$ cat config.mk
export PLATFORM = sky130hd
export DESIGN_NAME = dhfk_mac
export DESIGN_NICKNAME = d
export VERILOG_FILES = /design/src/sv/dhfk_pkg.sv /design/src/sv/dhfk_mac.sv
export SDC_FILE = /design/constraint.sdc
export NUM_CORES = 2
export LEC_CHECK = 0
export BUFFER_PORTS_ARGS = -buffer_cell sky130_fd_sc_hd__buf_4
export CAP_MARGIN = 20
export CORE_ASPECT_RATIO = 1.25
export CORE_MARGIN = 1.5
export CORE_UTILIZATION = 50
export CTS_BUF_LIST = sky130_fd_sc_hd__clkbuf_2 sky130_fd_sc_hd__clkbuf_4 sky130_fd_sc_hd__clkbuf_8
export DETAILED_ROUTE_END_ITERATION = 8
export PLACE_DENSITY = 0.76
export SLEW_MARGIN = 10
export SYNTH_ARGS = -nofsm -noshare
export SYNTH_HDL_FRONTEND = slang
export SYNTH_SLANG_ARGS = --single-unit
$ cat constraint.sdc
create_clock -name clk -period 5 [get_ports clk]
set_clock_uncertainty 0.2 [all_clocks]
set_input_delay 1 -clock clk [delete_from_list [all_inputs] [get_ports clk]]
set_output_delay 1 -clock clk [all_outputs]
set_load 0.01 [all_outputs]
$ cat src/sv/dhfk_pkg.sv
// Package with shared types, constants and arithmetic helpers of the DH chain.
`timescale 1ns / 1ps
`default_nettype none
package dhfk_pkg;

    localparam int ANGLE_BITS    = 16;
    localparam int ROT_FRAC_BITS = 29;
    localparam int CORDIC_STEPS  = 28;
    localparam int ACC_W         = 66;

    localparam logic signed [33:0] CORDIC_GAIN = 34'sd652032874;
    localparam logic signed [33:0] ONE_Q30     = 34'sd1073741824;
    localparam logic signed [31:0] ONE_ROT     = 32'sd1 <<< ROT_FRAC_BITS;

    typedef logic signed [31:0] data32_t;

    typedef enum logic [2:0] {
        DST_LR,
        DST_LRN,
        DST_LT,
        DST_ROT,
        DST_TRN
    } dst_kind_t;

    typedef struct packed {
        logic      start;
        logic      last;
        logic      rnd;
        dst_kind_t kind;
        logic [3:0] idx;
    } mac_ctl_t;

    typedef enum logic [2:0] {
        S_IDLE,
        S_SC_T,
        S_SC_A,
        S_LINK,
        S_DRAIN1,
        S_MAT,
        S_DRAIN2,
        S_OUT
    } seq_state_t;

    function automatic logic signed [33:0] atan_turn(input logic [4:0] i);
        logic signed [33:0] r;
        begin
            unique case (i)
                5'd0:  r = 34'sd536870912;
                5'd1:  r = 34'sd316933406;
                5'd2:  r = 34'sd167458907;
                5'd3:  r = 34'sd85004756;
                5'd4:  r = 34'sd42667331;
                5'd5:  r = 34'sd21354465;
                5'd6:  r = 34'sd10679838;
                5'd7:  r = 34'sd5340245;
                5'd8:  r = 34'sd2670163;
                5'd9:  r = 34'sd1335087;
                5'd10: r = 34'sd667544;
                5'd11: r = 34'sd333772;
                5'd12: r = 34'sd166886;
                5'd13: r = 34'sd83443;
                5'd14: r = 34'sd41722;
                5'd15: r = 34'sd20861;
                5'd16: r = 34'sd10430;
                5'd17: r = 34'sd5215;
                5'd18: r = 34'sd2608;
                5'd19: r = 34'sd1304;
                5'd20: r = 34'sd652;
                5'd21: r = 34'sd326;
                5'd22: r = 34'sd163;
                5'd23: r = 34'sd81;
                5'd24: r = 34'sd41;
                5'd25: r = 34'sd20;
                5'd26: r = 34'sd10;
                5'd27: r = 34'sd5;
                default: r = 34'sd0;
            endcase
            return r;
        end
    endfunction

    function automatic data32_t sat32(input logic signed [ACC_W-1:0] v);
        data32_t r;
        begin
            if (v > $signed({{(ACC_W-31){1'b0}}, {31{1'b1}}}))
                r = 32'sh7fffffff;
            else if (v < $signed({{(ACC_W-31){1'b1}}, {31{1'b0}}}))
                r = 32'sh80000000;
            else
                r = v[31:0];
            return r;
        end
    endfunction

endpackage
`default_nettype wire

$ cat src/sv/dhfk_mac.sv
// Shared multiply-accumulate unit with a registered product stage.
`timescale 1ns / 1ps
`default_nettype none
module dhfk_mac
    import dhfk_pkg::*;
(
    input  wire logic                     clk,
    input  wire logic                     rst_n,
    input  wire logic                     op_valid,
    input  wire mac_ctl_t                 op_ctl,
    input  wire data32_t                  opa,
    input  wire data32_t                  opb,
    input  wire data32_t                  init,
    output logic                          res_valid,
    output mac_ctl_t                      res_ctl,
    output logic signed [ACC_W-1:0]       res_acc
);

    logic signed [63:0]      prod_reg;
    mac_ctl_t                ctl_reg, rctl_reg;
    data32_t                 init_reg;
    logic                    v1_reg, v2_reg;
    logic signed [ACC_W-1:0] acc_reg, acc_next, base, term;
    logic signed [63:0]      prod_rnd;

    always_comb
    begin
        prod_rnd = (prod_reg + (64'sd1 <<< (ROT_FRAC_BITS - 1))) >>> ROT_FRAC_BITS;
        term = ctl_reg.rnd ? ACC_W'(prod_rnd) : ACC_W'(prod_reg);
        base = ctl_reg.start ? ACC_W'(init_reg) : acc_reg;
        acc_next = v1_reg ? base + term : acc_reg;
    end

    always_ff @(posedge clk or negedge rst_n)
    begin
        if (!rst_n)
        begin
            v1_reg <= 1'b0;
            v2_reg <= 1'b0;
            acc_reg <= '0;
        end
        else
        begin
            v1_reg <= op_valid;
            v2_reg <= v1_reg && ctl_reg.last;
            acc_reg <= acc_next;
        end
    end

    always_ff @(posedge clk)
    begin
        prod_reg <= opa * opb;
        ctl_reg <= op_ctl;
        init_reg <= init;
        rctl_reg <= ctl_reg;
    end

    assign res_valid = v2_reg;
    assign res_ctl = rctl_reg;
    assign res_acc = acc_reg;

    property p_res_follows_op;
        @(posedge clk) disable iff (!rst_n) res_valid |-> $past(op_valid, 2);
    endproperty
    assert property (p_res_follows_op) else $error("mac result without operation");

    property p_res_is_last;
        @(posedge clk) disable iff (!rst_n) res_valid |-> res_ctl.last;
    endproperty
    assert property (p_res_is_last) else $error("mac result not closing a group");

    property p_hold_acc;
        @(posedge clk) disable iff (!rst_n) !$past(v1_reg) |-> $stable(acc_reg);
    endproperty
    assert property (p_hold_acc) else $error("mac accumulator moved while idle");

endmodule
`default_nettype wire

; ---- Word-level counts from Yosys, hierarchy flattened
; Cells that the tools add are included.
; Widths: inputs -> output; s select.
[classes]
multipliers = 1
mux = 2
reduce_logical = 1
add_sub_neg = 2
[op_table]
columns = op, n
row1 = $mux 66, 2
row2 = $add 66x66->66, 1
row3 = $add 64x30->64 const B, 1
row4 = $mul 32x32->64, 1
row5 = $logic_and 1x1->1, 1
[word_totals]
ff_bits = 184
input_bits = 109
output_inout_bits = 77

; ---- Depth between registers and ports, before layout
[logic_depth]
depth_word = 3
depth_mapped = 30
depth_no_buf = 28

; ---- Worst setup path before layout
; No wires, ideal clock.
[synth_timing]
path_type = input to register
start = input port opb[2]
end = register prod_reg[56]
required_ns = 4.680
arrival_time_ns = 8.311
path_stages = 28
path_slack_ns = -3.631
cell_sequence = clkbuf_1 -> nand2_1 -> inv_1 -> fa_1 -> fa_1 -> fa_1 -> fa_1 -> inv_1 -> fa_1 -> inv_1 -> fa_1 -> inv_1 -> fa_1 -> fa_1 -> inv_1 -> ha_1 -> clkbuf_1 -> inv_1 -> nor2_1 -> a221oi_1 -> o21bai_1 -> a21o_1 -> nor2_1 -> o21a_1 -> a21oi_1 -> a22o_1 -> o22ai_1 -> xnor2_1
[synth_via]
elab_chain_cells = 1
[synth_lines]
columns = item, line
row1 = from (decl), dhfk_mac.sv:12  ; input wire data32_t opb,
row2 = $mul 32x32->64, dhfk_mac.sv:52  ; prod_reg <= opa * opb;
row3 = to (signal assigned), dhfk_mac.sv:52
row4 = to (decl), dhfk_mac.sv:19  ; logic signed [63:0] prod_reg;
; No other way between the ends.
; A chain may end at the register's enable or synchronous reset.

; ---- Final worst setup path
[layout_timing]
start = input port opb[5]
end = register prod_reg[50]
; The elaborated chain is that of the path after synthesis.

==> impl_metrics.py <==
metrics = {
    "logic_synthesis": {
        "most_common_flop_cell_mapped_by_yosys": "sky130_fd_sc_hd__dfxtp_1",
        "synth.cells.most_frequent": "1083 x sky130_fd_sc_hd__fa_1, 1031 x sky130_fd_sc_hd__inv_1, 580 x sky130_fd_sc_hd__nand2_1, 526 x sky130_fd_sc_hd__and2_1, 260 x sky130_fd_sc_hd__clkbuf_1",
        "synth-edff-count": 0,
        "syn-mean-instance-area_um2": 9.28,
        "synth_top_cell_by_area": "sky130_fd_sc_hd__fa_1",
        "postSynthNetCount": 6480,
        "post_synth_num_cell_types": 79,
        "ys_top_cells_by_area": "sky130_fd_sc_hd__fa_1 46%, sky130_fd_sc_hd__inv_1 8.3%, sky130_fd_sc_hd__and2_1 7.0%",
        "synthMostInstantiatedCell": "sky130_fd_sc_hd__fa_1",
        "synth_warnings": 0,
        "syn_area_mm2": 0.0468,
        "synth.yosys.seq_area_share_pct": 8.61,
        "synth_async_sr_flop_share_pct": 37.0,
        "synthCells": 5038,
        "netlist.area_leader.share_pct": 46.4,
        "ys_ff_latch": 184,
    },
    "hold_path": {
        "hold-path-cell-count": 0,
        "hp-start": "ctl_reg[6]",
        "hold_end": "res_ctl[6]",
        "timing.hold.worst.class": "reg -> reg",
    },
    "finish": {
        "area_growth_syn_to_layout_pct": 23.9,
        "antennaDiodeCount": 0,
        "largest_register_ffs": 66,
        "final_layout_size_suffix_gt1_share_pct": 25.3,
        "fillers": 7095,
        "finish.net_count": 7070,
        "final_util_pct": 62.5,
    },
    "setup_path": {
        "critPathCaptureType": "flip-flop",
        "critical_path_required_ps": 5230,
        "critical_path_peak_fanout": 7,
        "timing.reg2reg.setup_slack_ps": -20,
        "worstSetupStartpointType": "input port",
        "critical_path_class": "in -> reg",
        "regToRegEndpoint": "res_acc[65]",
        "crit-reg2reg-launch": "prod_reg[36]",
        "worst-r2r-cell-count": 23,
        "worst-endpoint-arrival_ps": 8000,
    },
    "clocking": {
        "cts.htree.levels": 4,
        "cts_root_buffer": "sky130_fd_sc_hd__clkbuf_8",
        "clkSinkCount": 184,
        "cts_buffers": 17,
        "clock_slew_at_reported_path_ffs_ps": 100,
        "cts.path.max_buffers": 2,
        "worstSkewPairLatency_ps": 510,
        "tritoncts": "done",
    },
    "timing": {
        "finalWorstSetupSlack_ps": -2780,
        "hold_violations": 0,
        "grt_setup_unrepaired": "true",
        "min_period_over_period_pct": 156,
        "timing_max_transition_violations_final": 0,
        "finalSetupViolations": 57,
        "timing.slew.headroom_pct": 37.5,
        "fin_worst_hold_slack_ps": 136,
        "setup_total_negative_slack_ps": -117510,
        "fin_crit_ps": 7780,
        "fmaxAchievable_mhz": 129,
        "worstMarginPinSlew_ps": 937,
    },
    "global_route": {
        "largest_net_degree_at_the_start_of_global_routing": 77,
        "grt_first_pass_wirelength_um": 216000,
        "grt-ovfl-total": 0,
        "globalRouteTotalUtil_pct": 28.8,
        "via_count_of_the_first_global_routing_pass": 41300,
        "initial_antenna_violation_count": 0,
    },
    "run_status": {
        "failed_checks": "setup timing",
        "run_status": "complete, but fails checks",
    },
    "place": {
        "post-place-ws_ps": -3470,
        "routabilityCongestion": 0.964,
        "port-buffer-count": 185,
        "hpwl_detailed_um": 111000,
    },
    "routing": {
        "route.detailed.wl_per_inst_um": 20.1,
        "drt-total-wl_um": 138000,
        "drt_first_iter_violations": 2384,
        "drtPass1Iterations": 6,
        "drt.antenna.violating_nets": 0,
        "num_vias": 37400,
        "drt_drc_violations_left": 0,
        "routed_via_density": 5.46,
    },
    "die": {
        "initial_utilization_pct": 50.4,
        "die-area_mm2": 0.0954,
        "core_region_area_mm2": 0.0927,
        "io_pins": 186,
        "site_rows": 125,
        "die_span_y_um": 345,
        "dieWidth_um": 277,
    },
    "run": {
        "max_cap_violations": 0,
    },
}
==> metal layers <==
| metal | GRT usage [%] | wire (um) | part of all wire, % |
|---|---|---|---|
| met1 | 32.5 | 49400 | 36 |
| met2 | 52.6 | 70100 | 51 |
| met3 | 3.70 | 8180 | 5.9 |
| met4 | 16.3 | 9840 | 7.2 |
| met5 | 0 | 0 | 0 |
==> worst max-delay path, stage by stage <==
cell                       delay [ps]
sky130_fd_sc_hd__buf_12           110
sky130_fd_sc_hd__buf_4            110
sky130_fd_sc_hd__nand2_1          100
sky130_fd_sc_hd__fa_1             570
sky130_fd_sc_hd__inv_1             60
sky130_fd_sc_hd__fa_1             490
sky130_fd_sc_hd__fa_1             530
sky130_fd_sc_hd__inv_1             60
sky130_fd_sc_hd__fa_1             480
sky130_fd_sc_hd__inv_1             60
sky130_fd_sc_hd__fa_1             480
sky130_fd_sc_hd__fa_1             570
sky130_fd_sc_hd__fa_1             430
sky130_fd_sc_hd__fa_1             520
sky130_fd_sc_hd__ha_4             300
sky130_fd_sc_hd__buf_4            180
sky130_fd_sc_hd__nand4_1          230
sky130_fd_sc_hd__or4b_1           570
sky130_fd_sc_hd__a311o_1          360
sky130_fd_sc_hd__nor3b_4          180
sky130_fd_sc_hd__nand2b_4         150
sky130_fd_sc_hd__a2111o_1         360
sky130_fd_sc_hd__o311ai_1          80
==> cells by family after synthesis <==
group,synth area share [%]
AO/OA/AOI/OAI,7.58
flip-flops,8.61
multiplexers,1.73
AND/OR/NAND/NOR,15.4
XOR/XNOR,3.11
buffers and inverters,10.5
adder cells (fa/ha/maj),53.1
==> through the flow <==
stage,std cells,cell area (um^2)
after floorplan,5038,48000
after global placement,6704,53600
after detailed placement,6704,53600
after CTS,6803,56400
after global routing,6847,57900
final,6847,57900
==> layout by cell type, fill, tap and decap left out, types with 18 or more instances in the layout <==
cell type and n:
sky130_fd_sc_hd__nor2_1 91, sky130_fd_sc_hd__nand3_1 38, sky130_fd_sc_hd__dfrtp_1 67, sky130_fd_sc_hd__mux2_2 61, sky130_fd_sc_hd__xor2_1 53, sky130_fd_sc_hd__a21o_1 77
sky130_fd_sc_hd__fa_2 96, sky130_fd_sc_hd__ha_1 199, sky130_fd_sc_hd__and2_1 461, sky130_fd_sc_hd__buf_8 39, sky130_fd_sc_hd__buf_12 49, sky130_fd_sc_hd__o21a_1 44
sky130_fd_sc_hd__o21ai_2 18, sky130_fd_sc_hd__ha_4 47, sky130_fd_sc_hd__inv_2 51, sky130_fd_sc_hd__xnor2_1 83, sky130_fd_sc_hd__and2_4 63, sky130_fd_sc_hd__nand4_1 37
sky130_fd_sc_hd__o21ai_0 91, sky130_fd_sc_hd__a21oi_2 46, sky130_fd_sc_hd__nand2b_1 18, sky130_fd_sc_hd__buf_4 639, sky130_fd_sc_hd__xnor2_2 19, sky130_fd_sc_hd__inv_1 978
sky130_fd_sc_hd__a21oi_1 126, sky130_fd_sc_hd__and3_1 24, sky130_fd_sc_hd__nor2b_1 33, sky130_fd_sc_hd__fa_1 987, sky130_fd_sc_hd__buf_6 100, sky130_fd_sc_hd__o21bai_1 26
sky130_fd_sc_hd__dfxtp_1 113, sky130_fd_sc_hd__nand2_1 556
==> cell type report <==
type	instances	area, um^2	area share (%)
Timing Repair Buffer	847	8050	13.9
Multi-Input combinational cell	3546	40100	69.1
Clock buffer	17	234	0.404
Sequential cell	184	4030	6.96
Clock inverter	15	175	0.302
Tap cell	1206	1510	2.60
Inverter	1032	3880	6.70
==> what timing repair did <==
item / in CTS / in global routing
hold buffers: 0 / 0
resized for setup: 398 / 271
buffers inserted: 63 / 50
setup endpoints to repair: 57 / 78
pin swaps: 176 / 204
gates cloned: 7 / 5
==> how the worst max path moves through the flow <==
stage | to | cells past startpoint | slack, ps | from
CTS | prod_reg[61] | 29 | -2620 | opa[31]
detailed placement | prod_reg[59] | 23 | -3470 | opa[17]
finish | prod_reg[50] | 23 | -2780 | opb[5]
global route | prod_reg[50] | 23 | -2910 | opb[5]
floorplan | prod_reg[62] | 27 | -3250 | opa[31]
global placement | prod_reg[56] | 28 | -3390 | opa[9]
Power is not shown: default switching activity piles up to over one toggle a cycle in this logic, so the estimate is an artifact.
