### config.mk
export PLATFORM = sky130hd
export DESIGN_NAME = dhfk_cordic
export DESIGN_NICKNAME = d
export VERILOG_FILES = /design/src/sv/dhfk_pkg.sv /design/src/sv/dhfk_cordic.sv
export SDC_FILE = /design/constraint.sdc
export NUM_CORES = 1
export LEC_CHECK = 0
export ABC_AREA = 1
export BUFFER_PORTS_ARGS = -buffer_cell sky130_fd_sc_hd__clkbuf_2
export CAP_MARGIN = 20
export CORE_MARGIN = 2
export CORE_UTILIZATION = 35
export CTS_BUF_LIST = sky130_fd_sc_hd__clkbuf_4 sky130_fd_sc_hd__clkbuf_8
export DETAILED_ROUTE_END_ITERATION = 16
export PLACE_DENSITY = 0.48
export REMOVE_ABC_BUFFERS = 1
export SYNTH_ARGS = -nofsm -noshare
export SYNTH_HDL_FRONTEND = slang
export SYNTH_SLANG_ARGS = --single-unit
export TNS_END_PERCENT = 5
### constraint.sdc
create_clock -name clk -period 4.9 [get_ports clk]
set_input_delay 0.49 -clock clk [delete_from_list [all_inputs] [get_ports clk]]
set_output_delay 0.49 -clock clk [all_outputs]
set_load 0.02 [all_outputs]
### src/sv/dhfk_pkg.sv
// Package with shared types, constants and arithmetic helpers of the DH chain.
`timescale 1ns / 1ps
`default_nettype none
package dhfk_pkg;

    localparam int ANGLE_BITS    = 16;
    localparam int ROT_FRAC_BITS = 29;
    localparam int CORDIC_STEPS  = 28;
    localparam int ACC_W         = 66;

    localparam logic signed [33:0] CORDIC_GAIN = 34'sd652032874;
    localparam logic signed [33:0] ONE_Q30     = 34'sd1073741824;
    localparam logic signed [31:0] ONE_ROT     = 32'sd1 <<< ROT_FRAC_BITS;

    typedef logic signed [31:0] data32_t;

    typedef enum logic [2:0] {
        DST_LR,
        DST_LRN,
        DST_LT,
        DST_ROT,
        DST_TRN
    } dst_kind_t;

    typedef struct packed {
        logic      start;
        logic      last;
        logic      rnd;
        dst_kind_t kind;
        logic [3:0] idx;
    } mac_ctl_t;

    typedef enum logic [2:0] {
        S_IDLE,
        S_SC_T,
        S_SC_A,
        S_LINK,
        S_DRAIN1,
        S_MAT,
        S_DRAIN2,
        S_OUT
    } seq_state_t;

    function automatic logic signed [33:0] atan_turn(input logic [4:0] i);
        logic signed [33:0] r;
        begin
            unique case (i)
                5'd0:  r = 34'sd536870912;
                5'd1:  r = 34'sd316933406;
                5'd2:  r = 34'sd167458907;
                5'd3:  r = 34'sd85004756;
                5'd4:  r = 34'sd42667331;
                5'd5:  r = 34'sd21354465;
                5'd6:  r = 34'sd10679838;
                5'd7:  r = 34'sd5340245;
                5'd8:  r = 34'sd2670163;
                5'd9:  r = 34'sd1335087;
                5'd10: r = 34'sd667544;
                5'd11: r = 34'sd333772;
                5'd12: r = 34'sd166886;
                5'd13: r = 34'sd83443;
                5'd14: r = 34'sd41722;
                5'd15: r = 34'sd20861;
                5'd16: r = 34'sd10430;
                5'd17: r = 34'sd5215;
                5'd18: r = 34'sd2608;
                5'd19: r = 34'sd1304;
                5'd20: r = 34'sd652;
                5'd21: r = 34'sd326;
                5'd22: r = 34'sd163;
                5'd23: r = 34'sd81;
                5'd24: r = 34'sd41;
                5'd25: r = 34'sd20;
                5'd26: r = 34'sd10;
                5'd27: r = 34'sd5;
                default: r = 34'sd0;
            endcase
            return r;
        end
    endfunction

    function automatic data32_t sat32(input logic signed [ACC_W-1:0] v);
        data32_t r;
        begin
            if (v > $signed({{(ACC_W-31){1'b0}}, {31{1'b1}}}))
                r = 32'sh7fffffff;
            else if (v < $signed({{(ACC_W-31){1'b1}}, {31{1'b0}}}))
                r = 32'sh80000000;
            else
                r = v[31:0];
            return r;
        end
    endfunction

endpackage
`default_nettype wire

### src/sv/dhfk_cordic.sv
// Iterative CORDIC unit giving sine and cosine, one rotation step per cycle.
`timescale 1ns / 1ps
`default_nettype none
module dhfk_cordic
    import dhfk_pkg::*;
(
    input  wire logic                          clk,
    input  wire logic                          rst_n,
    input  wire logic                          start,
    input  wire logic signed [ANGLE_BITS-1:0]  angle,
    output logic                               done,
    output data32_t                            sin_val,
    output data32_t                            cos_val
);

    logic signed [33:0] x_reg, x_next, y_reg, y_next, z_reg, z_next;
    logic [4:0]         i_reg, i_next;
    logic               busy_reg, busy_next, neg_reg, neg_next, done_reg, done_next;
    logic signed [33:0] ph, xs, ys, xf, yf, xc, yc, xr, yr;

    always_comb
    begin
        ph = {{2{angle[ANGLE_BITS-1]}}, angle, {(32-ANGLE_BITS){1'b0}}};
        x_next = x_reg;
        y_next = y_reg;
        z_next = z_reg;
        i_next = i_reg;
        busy_next = busy_reg;
        neg_next = neg_reg;
        done_next = 1'b0;
        xs = y_reg >>> i_reg;
        ys = x_reg >>> i_reg;
        if (start)
        begin
            x_next = CORDIC_GAIN;
            y_next = '0;
            i_next = '0;
            busy_next = 1'b1;
            neg_next = 1'b0;
            z_next = ph;
            if (ph > ONE_Q30)
            begin
                z_next = ph - (ONE_Q30 <<< 1);
                neg_next = 1'b1;
            end
            else if (ph < -ONE_Q30)
            begin
                z_next = ph + (ONE_Q30 <<< 1);
                neg_next = 1'b1;
            end
        end
        else if (busy_reg)
        begin
            if (!z_reg[33])
            begin
                x_next = x_reg - xs;
                y_next = y_reg + ys;
                z_next = z_reg - atan_turn(i_reg);
            end
            else
            begin
                x_next = x_reg + xs;
                y_next = y_reg - ys;
                z_next = z_reg + atan_turn(i_reg);
            end
            i_next = i_reg + 5'd1;
            if (i_reg == 5'(CORDIC_STEPS - 1))
            begin
                busy_next = 1'b0;
                done_next = 1'b1;
            end
        end
    end

    always_ff @(posedge clk or negedge rst_n)
    begin
        if (!rst_n)
        begin
            busy_reg <= 1'b0;
            done_reg <= 1'b0;
        end
        else
        begin
            busy_reg <= busy_next;
            done_reg <= done_next;
        end
    end

    always_ff @(posedge clk)
    begin
        x_reg <= x_next;
        y_reg <= y_next;
        z_reg <= z_next;
        i_reg <= i_next;
        neg_reg <= neg_next;
    end

    always_comb
    begin
        xf = neg_reg ? -x_reg : x_reg;
        yf = neg_reg ? -y_reg : y_reg;
        xc = (xf > ONE_Q30) ? ONE_Q30 : ((xf < -ONE_Q30) ? -ONE_Q30 : xf);
        yc = (yf > ONE_Q30) ? ONE_Q30 : ((yf < -ONE_Q30) ? -ONE_Q30 : yf);
        xr = (xc + 34'sd1) >>> (30 - ROT_FRAC_BITS);
        yr = (yc + 34'sd1) >>> (30 - ROT_FRAC_BITS);
    end

    assign done = done_reg;
    assign cos_val = xr[31:0];
    assign sin_val = yr[31:0];

    property p_done_ends_busy;
        @(posedge clk) disable iff (!rst_n) done_reg |-> !busy_reg;
    endproperty
    assert property (p_done_ends_busy) else $error("cordic done while busy");

    property p_step_bound;
        @(posedge clk) disable iff (!rst_n) busy_reg |-> i_reg < 5'(CORDIC_STEPS);
    endproperty
    assert property (p_step_bound) else $error("cordic step count overrun");

    property p_done_after_last;
        @(posedge clk) disable iff (!rst_n)
            (busy_reg && !start && i_reg == 5'(CORDIC_STEPS - 1)) |=> done_reg;
    endproperty
    assert property (p_done_after_last) else $error("cordic missed done");

endmodule
`default_nettype wire

Word-level counts from Yosys, hierarchy flattened
Memory sizes are Yosys's and may differ from the RTL's. A register that Yosys moved wholly into a read port is not among the register bits.
Index checks and enable logic that the tools add are counted.
{"block": "word_totals", "latch_bits": 0, "romBits": 1920, "n_memories": 2, "ramBits": 0, "wordCells": 62, "regBits": 110, "out_inout_bits": 65}
{"block": "op_classes", "reduce_logical": 1, "eq_ne": 1, "n_bitwise": 0, "n_addsub": 13, "mux": 30, "mul": 0, "n_shift": 2, "order_cmp": 6, "div_mod_pow": 0}
{"name": "(no name shown)", "depth": 32, "width": 30, "read_ports": 1, "rd_ports_with_merged_regs": 1, "wr": 0, "line_no": "dhfk_pkg.sv:47", "rtl": "unique case (i)"}
{"name": "(no name shown)", "depth": 32, "width": 30, "read_ports": 1, "rd_ports_with_merged_regs": 1, "wr": 0, "line_no": "dhfk_pkg.sv:47"}
{"cell": "two-way mux 34 bit", "count": 15}
{"cell": "two-way mux 33 bit", "count": 4}
{"cell": "adder 34 bit", "count": 3}
{"cell": "subtractor 34 bit", "count": 3}
{"cell": "greater-than comparator 34 x 32 -> 1 bit, second input constant", "count": 2}
{"cell": "less-than comparator 34 x 31 -> 1 bit, second input constant", "count": 2}
{"cell": "negator 34 bit", "count": 2}
{"cell": ">>> shifter 34 x 5 -> 34 bit", "count": 2}
{"cell": "adder 33 x 2 -> 33 bit, second input constant", "count": 2}
{"cell": "adder 32 x 33 -> 34 bit, second input constant", "count": 1}
{"cell": "subtractor 32 x 33 -> 34 bit, second input constant", "count": 1}
{"cell": "greater-than comparator 32 bit, second input constant", "count": 1}
{"cell": "less-than comparator 32 x 31 -> 1 bit, second input constant", "count": 1}
{"cell": "two-way mux 5 bit", "count": 4}
{"cell": "two-way mux 1 bit", "count": 7}
{"cell": "adder 5 x 1 -> 5 bit, second input constant", "count": 1}
{"cell": "equality test 5 bit, second input constant", "count": 1}
{"cell": "nonzero test 2 bit", "count": 1}

Depth between registers and ports, before layout
Gate-level depths: netlist of run 1.
{"block": "logic_depth", "word_depth": 7, "depth_mapped": 37}

Least setup slack after synthesis of run 1
OpenSTA, ideal clock, no wires.
{"block": "synth_timing", "path_kind": "register to register", "startpoint": "register i_reg[0]", "endpoint": "register y_reg[28]", "stages_incl_launch_ff": 26, "n_path_buf": 2, "setup_ns": 0.074, "t_arrival_ns": 4.062, "setup_slack_ns": 0.764, "path_cell_list": "dfxtp_1 > buf_4 > buf_2 > o211ai_1 > nand3_1 > nand3_1 > o21ai_1 > nand2_1 > nand2_1 > ha_1 > nand3_1 > nor4b_4 > nand2_1 > o21ai_1 > nand2_1 > xor2_1 > ha_1 > nand2_1 > nor2_1 > inv_1 > o21ai_0 > a21boi_0 > o21ai_0 > a21oi_1 > xor2_1 > o21ai_0"}
{"block": "synth_between", "elab_chain_len": 3}
{"item": "start: declaration", "line_no": "dhfk_cordic.sv:17", "rtl": "logic [4:0] i_reg, i_next;"}
{"item": "start signal: assignment", "line_no": "dhfk_cordic.sv:94", "rtl": "i_reg <= i_next;"}
{"item": ">>> shifter 34 x 5 -> 34 bit *", "line_no": "dhfk_cordic.sv:32", "rtl": "ys = x_reg >>> i_reg;"}
{"item": "adder 34 bit or subtractor 34 bit (tied branches)", "line_no": "dhfk_cordic.sv:57, dhfk_cordic.sv:63"}
{"item": "two-way mux 34 bit *", "line_no": "dhfk_cordic.sv:54", "rtl": "if (!z_reg[33])"}
{"item": "end signal: assignment", "line_no": "dhfk_cordic.sv:92", "rtl": "y_reg <= y_next;"}
{"item": "end: declaration", "line_no": "dhfk_cordic.sv:16", "rtl": "logic signed [33:0] x_reg, x_next, y_reg, y_next, z_reg, z_next;"}
Every way passes the cells marked *; elsewhere a longest branch is shown, timed or not.
A chain may end at the register's enable or synchronous reset.

Worst setup path in the final report of run 1
{"block": "layout_timing", "startpoint": "register i_reg[0]", "endpoint": "register y_reg[33]"}
The elaborated chain is that of the path after synthesis.

==> flow_summary_export.csv, run 1 <==
group,metric,value,unit
grt,grt_use_total,27.7,%
grt,grt_pass1_vias,24300,
timing,worst_pin_slew,0.900,ns
detailed_routing,routed_via_density,5.31,
worst_setup_path,slowest_stage,"dfxtp_4",
synth,synth-main-ff-cell,"dfxtp_1",
synth,ys_seq_area_share,14.7,%
finish,final_cell_mix,"1112 x nand2_1, 498 x nand3_1, 410 x nor2_1",
synth,yosysWarnings,0,
finish,layoutNonFillerInstCount,4946,
power,p_leak,12.8,nW
placed_design,port-buffer-count,83,
synth,ys_seq_elements,140,
synth,synth_top_area_share,19.8,%
worst_setup_path,cp_slowest_stage_delay,0.41,ns
timing,finalClockSkew,0.0381,ns
synth,netlist_instances,3831,
timing,hold_violations,0,
finish,nFillCells,6820,
clock_tree,htreeDepth,4,
worst_setup_path,crit_required,5.38,ns
synth,avgSynthCellArea,5.64,µm²
clock_tree,clock_latency,0.60,ns
detailed_routing,drt_first_pass_iters,6,
finish,final_common_cell,"nand2_1",
timing,grt_setup_unrepaired,"yes",
timing,period_share,96.6,%
placed_design,placedCellCount,4887,
worst_setup_path,start_kind,"flip-flop",
synth,synth_enable_flop_cells,35,
synth,async_flop_share,1.43,%
floorplan,core-area,61400,µm²
synth,netlist_area,21600,µm²
floorplan,start_util,35.2,%
finish,utilization,43.2,%
detailed_routing,antenna_left,0,
finish,fin_area,26500,µm²
worst_setup_path,cp_top_family,"simple AND/OR/NAND/NOR gates",
timing,finalCriticalPeriod,4.73,ns
detailed_routing,vias,26200,
grt,grt_pass1_wl,137000,µm
power,peakVddDrop,0.294,mV
grt,antenna_found_initial,1,
worst_setup_path,cp-end-kind,"flip-flop",
worst_setup_path,crit_path_max_fanout,7,
clock_tree,cts.path.max_buffers,2,
power,power_density,813,nW/µm²
detailed_routing,drtIter0Drc,2221,
worst_setup_path,cp_num_buf_inv,5,
worst_setup_path,cp_common_cell,"nand2_1",
grt,grt_max_degree,63,
worst_setup_path,criticalPathCategory,"flip-flop to flip-flop",
synth,ys_types,64,
grt,overflow,0,
worst_setup_path,arrival,5.21,ns
finish,drive_gt1_share,18.5,%
clock_tree,cts_sinks,140,
synth,yosysTopAreaCell,"nand2_1",
clock_tree,cts_inserted_buffers,17,
clock_tree,clk_pin_slew_worst_paths,0.13,ns
timing,holdWs,0.185,ns
clock_tree,tritoncts,"built",
timing,max_slew_margin,39.9,%
placed_design,place_area,24900,µm²
detailed_routing,drc_errors,0,
min_path,hold_class,"input pin to flip-flop",
floorplan,pin_count,84,
finish,area_growth,22.9,%
outcome,outcome,"complete, no violations",
floorplan,placementRows,91,
job,drv_cap,0,
floorplan,dieWidth,252,µm
timing,slew_violations,0,
floorplan,fp.dieArea,63700,µm²
synth,synth_area_leaders,"nand2_1 20%, nand3_1 12%, dfxtp_1 9.6%",
finish,fin_nets,4280,
detailed_routing,wl_per_cell,18.4,µm
timing,finalSetupViolCount,0,
timing,max_freq,211,MHz
placed_design,dpl.hpwl,73700,µm
detailed_routing,routed_wl,90900,µm
floorplan,fp.dieH,252,µm
placed_design,gp_congestion,0.954,
clock_tree,root_buffer,"clkbuf_8",
power breakdown:
part           total [mW]  internal, mW  switching (mW)
logic                18.3          7.13            11.2
registers            2.13          1.70           0.427
clock network        1.13         0.481           0.649
total                21.6          9.31            12.3
through the flow:
| step | TNS, ns | setup slack [ns] | total power [mW] |
|---|---|---|---|
| final | 0 | 0.168 | 21.6 |
| after global routing | -1.10 | -0.157 | 23.6 |
| after CTS | 0 | 0.0176 | 20.5 |
| after detailed placement | -1.24 | -0.242 | 19.2 |
| after global placement | -0.601 | -0.122 | 19.2 |
| after floorplan | -70.31 | -1.64 | 12.8 |
area by class of cell:
cell class                 count  area, µm²  share of cell area (%)
clock buffer                  17        234                   0.882
multi-input combinational   3169      17100                    64.6
tap                          790        988                    3.73
antenna                        1       2.50                 0.00943
inverter                     383       1440                    5.44
sequential                   140       3180                    12.0
clock inverter                15        190                   0.717
timing repair buffer         431       3360                    12.7
synthesized netlist by cell type, types with 23 or more instances:
library cell  number
ha_1             116
edfxtp_1          35
xnor2_1           62
nand4_1           40
o21ai_0          168
buf_2             35
inv_1            357
nand2_1         1137
o22ai_1           47
nor2_1           444
or2_2             23
dfxtp_1          103
o211ai_1          43
inv_2             23
o21ai_1           25
nand3_1          516
nor2_2            36
nor3_1            34
a21oi_1          189
clkbuf_1          71
xor2_1           106
logic make-up after synthesis:
group | Yosys count | synth area share, %
and+or+nand+nor | 2314 | 46.6
AOI/OAI and AO/OA | 568 | 15.1
buffers and inverters | 522 | 9.85
xor gates and xnor gates | 168 | 6.82
DFF | 140 | 14.7
adders and majority gates | 119 | 7.00
final timing paths:
check	slack (ns)	end	cells past startpoint	startpoint
min in group asynchronous	0.24	busy_reg	2	rst_n
worst min-delay path	0.19	z_reg[23]	3	angle[7]
worst max-delay path	0.17	y_reg[33]	33	i_reg[0]
worst max register to register	0.17	y_reg[33]	33	i_reg[0]
worst min register to register	0.60	x_reg[20]	2	x_reg[20]
max in group asynchronous	4.55	done	2	rst_n
worst min-delay path: cells and delay by family:
kind / cells / cell delay (ns)
and+or+nand+nor: 2 / 0.10
buffers and inverters: 1 / 0.09
layer usage:
metal	global-route usage, %	share of wire (%)
met3	5.32	6.5
met2	42.3	43
met1	38.6	47
met4	9.77	3.2
met5	0	0
timing repair:
item,4_1_cts,5_1_grt
cloned,0,7
resized for setup,27,232
endpoints found under the hold margin,2,0
buffers inserted,1,17
pin swaps,3,34
hold buffers,1,0
setup endpoints to repair,57,94
Note: power is estimated with default switching activity, not from simulation.
==> run 2, diff against run 1 <==
Settings changed: PLACE_DENSITY 0.48 to default.
==> run 2 against run 1 <==
Via count increased by 0.13%. Utilization down 1.5 points. Critical endpoint is now x_reg[31]. Global-route usage decreased by 2.3 points. Largest power group unchanged. Total power fell by 6.1%. Cell area down 3.5%. Combinational power is 7% lower. Clock power shrank 4%. Highest routed layer unchanged.
==> flow_summary_export.csv, run 2 (synthesis results as in run 1) <==
group,metric,value,unit
worst_setup_path,cp_slowest_stage_delay,0.40,ns
finish,utilization,41.7,%
finish,area_growth,18.6,%
grt,grt_use_total,25.3,%
finish,layoutNonFillerInstCount,4814,
detailed_routing,routed_wl,84000,µm
clock_tree,cts.path.max_buffers,2,
floorplan,placementRows,91,
clock_tree,root_buffer,"clkbuf_8",
worst_setup_path,arrival,5.24,ns
clock_tree,htreeDepth,4,
detailed_routing,wl_per_cell,17.4,µm
floorplan,dieWidth,252,µm
detailed_routing,drt_first_pass_iters,6,
grt,grt_pass1_wl,128000,µm
timing,finalClockSkew,0.0206,ns
outcome,outcome,"complete, no violations",
power,power_density,791,nW/µm²
finish,n_antenna_cell,0,
finish,nFillCells,6694,
grt,antenna_found_initial,0,
timing,finalSetupViolCount,0,
timing,max_slew_margin,28.4,%
timing,grt_setup_unrepaired,"yes",
worst_setup_path,start_kind,"flip-flop",
grt,grt_pass1_vias,23300,
finish,drive_gt1_share,16.0,%
detailed_routing,wl_met1,38900,µm
floorplan,core-area,61400,µm²
clock_tree,tritoncts,"built",
floorplan,start_util,35.2,%
floorplan,fp.dieArea,63700,µm²
placed_design,port-buffer-count,83,
timing,max_freq,208,MHz
placed_design,dpl.hpwl,66600,µm
detailed_routing,vias,26300,
detailed_routing,routed_via_density,5.46,
worst_setup_path,cp-end-kind,"flip-flop",
detailed_routing,drtIter0Drc,2632,
power,p_leak,12.2,nW
finish,final_cell_mix,"1108 x nand2_1, 494 x nand3_1, 411 x nor2_1",
detailed_routing,highest_layer,"met4",
min_path,hold_class,"input pin to flip-flop",
detailed_routing,route.met2.wl,36800,µm
clock_tree,cts_inserted_buffers,17,
floorplan,fp.dieH,252,µm
detailed_routing,antenna_left,0,
detailed_routing,wl_met3,6370,µm
job,drv_cap,0,
grt,overflow,0,
clock_tree,cts_sinks,140,
finish,fin_nets,4149,
placed_design,placedCellCount,4752,
detailed_routing,drc_errors,0,
grt,grt_max_degree,79,
timing,period_share,98.3,%
timing,hold_violations,0,
power,peakVddDrop,0.323,mV
floorplan,pin_count,84,
worst_setup_path,crit_required,5.32,ns
worst_setup_path,criticalPathCategory,"flip-flop to flip-flop",
timing,finalCriticalPeriod,4.82,ns
timing,worst_pin_slew,1.07,ns
clock_tree,clock_latency,0.58,ns
placed_design,gp_congestion,1.01,
worst_setup_path,slowest_stage,"dfxtp_4",
timing,slew_violations,0,
finish,final_common_cell,"nand2_1",
worst_setup_path,cp_common_cell,"nand2_1",
worst_setup_path,crit_path_max_fanout,17,
clock_tree,clk_pin_slew_worst_paths,0.10,ns
## run 2: power breakdown
part | leakage, nW | total [mW] | internal, mW | switching [mW]
sequential | 1.27 | 2.16 | 1.70 | 0.462
clock | 0.212 | 1.09 | 0.485 | 0.605
combinational | 10.7 | 17.0 | 6.42 | 10.6
total | 12.2 | 20.3 | 8.60 | 11.7
## run 2: critical path: cells and delay by family (launching register included)
family / cells / cell delay, ns
AND/OR/NAND/NOR: 11 / 0.99
flip-flops: 1 / 0.40
AO/OA/AOI/OAI: 10 / 1.69
buffers and inverters: 7 / 0.90
adder cells (fa/ha/maj): 1 / 0.36
XOR/XNOR: 1 / 0.30
## run 2: area by class of cell
class                           count  area, µm²  area share [%]
Clock inverter                     14        169           0.660
Timing Repair Buffer              300       2400            9.37
Clock buffer                       18        248           0.968
Sequential cell                   140       3180            12.4
Multi-Input combinational cell   3169      17200            67.1
Inverter                          383       1450            5.66
Tap cell                          790        988            3.86
## run 2: through the flow
stage	hold slack (ns)	setup slack (ns)	area, µm²	total power [mW]	TNS (ns)
6_report	0.194	0.0821	25600	20.3	0
4_1_cts	0.144	-0.0429	24400	19.0	-0.0827
2_1_floorplan	0.194	-1.64	20900	12.8	-70.31
3_5_place_dp	0.283	-0.0958	23900	17.8	-0.221
5_1_grt	0.179	-0.132	25600	22.2	-0.738
3_3_place_gp	0.282	-0.142	23900	17.7	-0.333
## run 2: what timing repair did
item,CTS,global route
gates cloned,0,6
resized for setup,12,250
endpoints found under the setup margin,29,93
buffers inserted,3,20
endpoints found under the hold margin,2,0
hold buffers,1,0
pin swaps,3,57
## run 2: per-layer routing
metal	global-route usage [%]	vias to the layer above
li1	-	13100
met1	36.2	12100
met2	39.2	968
met3	4.18	108
met4	6.68	0
met5	0	-
## run 2: final timing paths
| kind | slack, ns | depth (start not counted) | startpoint | end |
|---|---|---|---|---|
| max | 0.08 | 30 | i_reg[0] | x_reg[31] |
| min | 0.19 | 3 | angle[0] | z_reg[16] |
| max reg2reg | 0.08 | 30 | i_reg[0] | x_reg[31] |
| min reg2reg | 0.57 | 2 | y_reg[15] | y_reg[15] |
| max in group asynchronous | 4.58 | 2 | rst_n | busy_reg |
| min in group asynchronous | 0.22 | 2 | rst_n | done |
==> run 3, diff against run 2 <==
Settings changed: CORE_UTILIZATION 35 to 40.
Clock period 4.9 ns to 4.2 ns, I/O delays scaled along.
==> run 3 against run 2 <==
The run now ends with negative setup slack left. Largest cell class unchanged. Global-route usage up 5.5 points. Sequential share of layout area is 2.8 points lower. Clock-buffer cell count is the same. Final cell count rose by 11%. Clock skew rose by 0.0026 ns. Sequential cell count stayed put.
==> flow_summary_export.csv, run 3 (synthesis results as in run 1) <==
group,metric,value,unit
clock_tree,cts_inserted_buffers,17,
clock_tree,clk_pin_slew_worst_paths,0.11,ns
clock_tree,clock_latency,0.60,ns
floorplan,placementRows,85,
timing,finalCriticalPeriod,4.58,ns
clock_tree,cts_sinks,140,
outcome,outcome,"finished, violations left",
finish,utilization,61.9,%
min_path,hold_class,"input pin to flip-flop",
timing,max_freq,219,MHz
detailed_routing,drc_errors,0,
clock_tree,root_buffer,"clkbuf_8",
worst_setup_path,cp_slowest_stage_delay,0.44,ns
worst_setup_path,start_kind,"flip-flop",
grt,antenna_found_initial,0,
timing,hold_violations,0,
grt,overflow,0,
floorplan,fp.dieH,236,µm
detailed_routing,routed_via_density,5.47,
timing,finalSetupViolCount,90,
worst_setup_path,slowest_stage,"ha_2",
finish,final_common_cell,"nand2_1",
floorplan,dieWidth,236,µm
clock_tree,htreeDepth,4,
clock_tree,cts.path.max_buffers,2,
floorplan,fp.dieArea,55800,µm²
detailed_routing,vias,29300,
worst_setup_path,crit_path_max_fanout,12,
floorplan,core-area,53600,µm²
detailed_routing,wl_per_cell,17.6,µm
worst_setup_path,criticalPathCategory,"flip-flop to flip-flop",
timing,grt_setup_unrepaired,"yes",
finish,drive_gt1_share,37.7,%
worst_setup_path,cp-end-kind,"flip-flop",
detailed_routing,routed_wl,94200,µm
worst_setup_path,cp_common_cell,"nand2_1",
finish,fin_area,33200,µm²
worst_setup_path,arrival,5.02,ns
power,peakVddDrop,0.555,mV
outcome,violations,"negative setup slack",
finish,nFillCells,4929,
grt,grt_max_degree,65,
floorplan,start_util,40.3,%
detailed_routing,drtIter0Drc,2972,
clock_tree,tritoncts,"built",
timing,finalClockSkew,0.0231,ns
placed_design,gp_congestion,0.996,
timing,layout_setup_ws,-0.376,ns
job,drv_cap,0,
placed_design,dpl.hpwl,70600,µm
detailed_routing,drt_first_pass_iters,6,
power,power_density,972,nW/µm²
grt,grt_use_total,30.9,%
detailed_routing,antenna_left,0,
timing,worst_pin_slew,0.899,ns
placed_design,place_area,28100,µm²
finish,n_antenna_cell,0,
grt,grt_pass1_wl,138000,µm
finish,area_growth,53.7,%
timing,period_share,109,%
finish,final_cell_mix,"970 x nand2_1, 784 x buf_4, 386 x nand3_1",
floorplan,pin_count,84,
placed_design,port-buffer-count,83,
power,p_leak,15.9,nW
worst_setup_path,crit_required,4.65,ns
finish,fin_nets,4776,
timing,max_slew_margin,40.1,%
timing,slew_violations,0,
grt,grt_pass1_vias,25700,
## run 3: changes by cell type in the layout (fill, tap and decap cells not counted), moves of 30 or more
cell	delta
a21oi_1	-38
buf_4	+596
buf_6	+33
clkbuf_2	-30
nand2_1	-138
nand2_2	+105
nand2_4	+33
nand3_1	-108
nand3_2	+90
nor2_1	-83
nor2_2	+33
nor2_4	+50
o21ai_0	-33
## run 3: path summary, 6_finish.rpt
check,from,to,slack (ns),cells past startpoint
setup / recovery,i_reg[0],y_reg[30],-0.38,26
hold / removal,angle[4],z_reg[20],0.12,3
max in group asynchronous,rst_n,busy_reg,3.93,2
setup reg to reg,i_reg[0],y_reg[30],-0.38,26
min in group asynchronous,rst_n,done,0.16,2
hold reg to reg,x_reg[4],x_reg[4],0.64,3
## run 3: through the flow
stage / cells / TNS, ns / power [mW] / hold WS [ns] / setup slack [ns]
6_report: 5347 / -12.89 / 32.3 / 0.116 / -0.376
3_3_place_gp: 5218 / -13.67 / 25.1 / 0.228 / -0.747
2_1_floorplan: 3692 / -152.15 / 15.0 / 0.124 / -2.34
4_1_cts: 5295 / -9.30 / 28.6 / 0.0699 / -0.245
5_1_grt: 5347 / -32.24 / 34.6 / 0.110 / -0.527
3_5_place_dp: 5218 / -15.81 / 25.2 / 0.229 / -0.754
## run 3: layout make-up
cell class / count / area [µm²] / area share [%]
Multi-Input combinational cell: 3169 / 19800 / 59.6
Timing Repair Buffer: 927 / 7520 / 22.7
Sequential cell: 140 / 3180 / 9.59
Inverter: 383 / 1450 / 4.36
Tap cell: 696 / 871 / 2.62
Clock buffer: 18 / 241 / 0.728
Clock inverter: 14 / 148 / 0.445
## run 3: worst max-delay path, delay by kind of cell (launching register included)
family          cells  cell delay (ns)
simple gates       14             1.83
compound gates      4             0.70
buf+inv             6             0.84
flops               1             0.40
xor+xnor            1             0.19
fa+ha+maj           1             0.44
## run 3: power by group
part           internal (mW)  total [mW]  switching, mW
Sequential              1.99        2.47          0.480
Clock                  0.500        1.23          0.733
Combinational           12.9        28.6           15.6
Total                   15.4        32.3           16.9
## run 3: what timing repair did
action | 4_1_cts | 5_1_grt
pin swaps | 133 | 252
endpoints found under the setup margin | 110 | 120
hold buffers | 1 | 0
cloned | 3 | 10
endpoints found under the hold margin | 2 | 0
buffers inserted | 42 | 42
resized for setup | 356 | 643
## run 3: metal layers
metal	share of wire [%]	up-vias	GRT usage [%]
met5	0	-	0
met4	3.4	0	9.84
met3	7.8	190	4.77
met2	46	1194	49.8
met1	43	13600	42.0
li1	-	14300	-
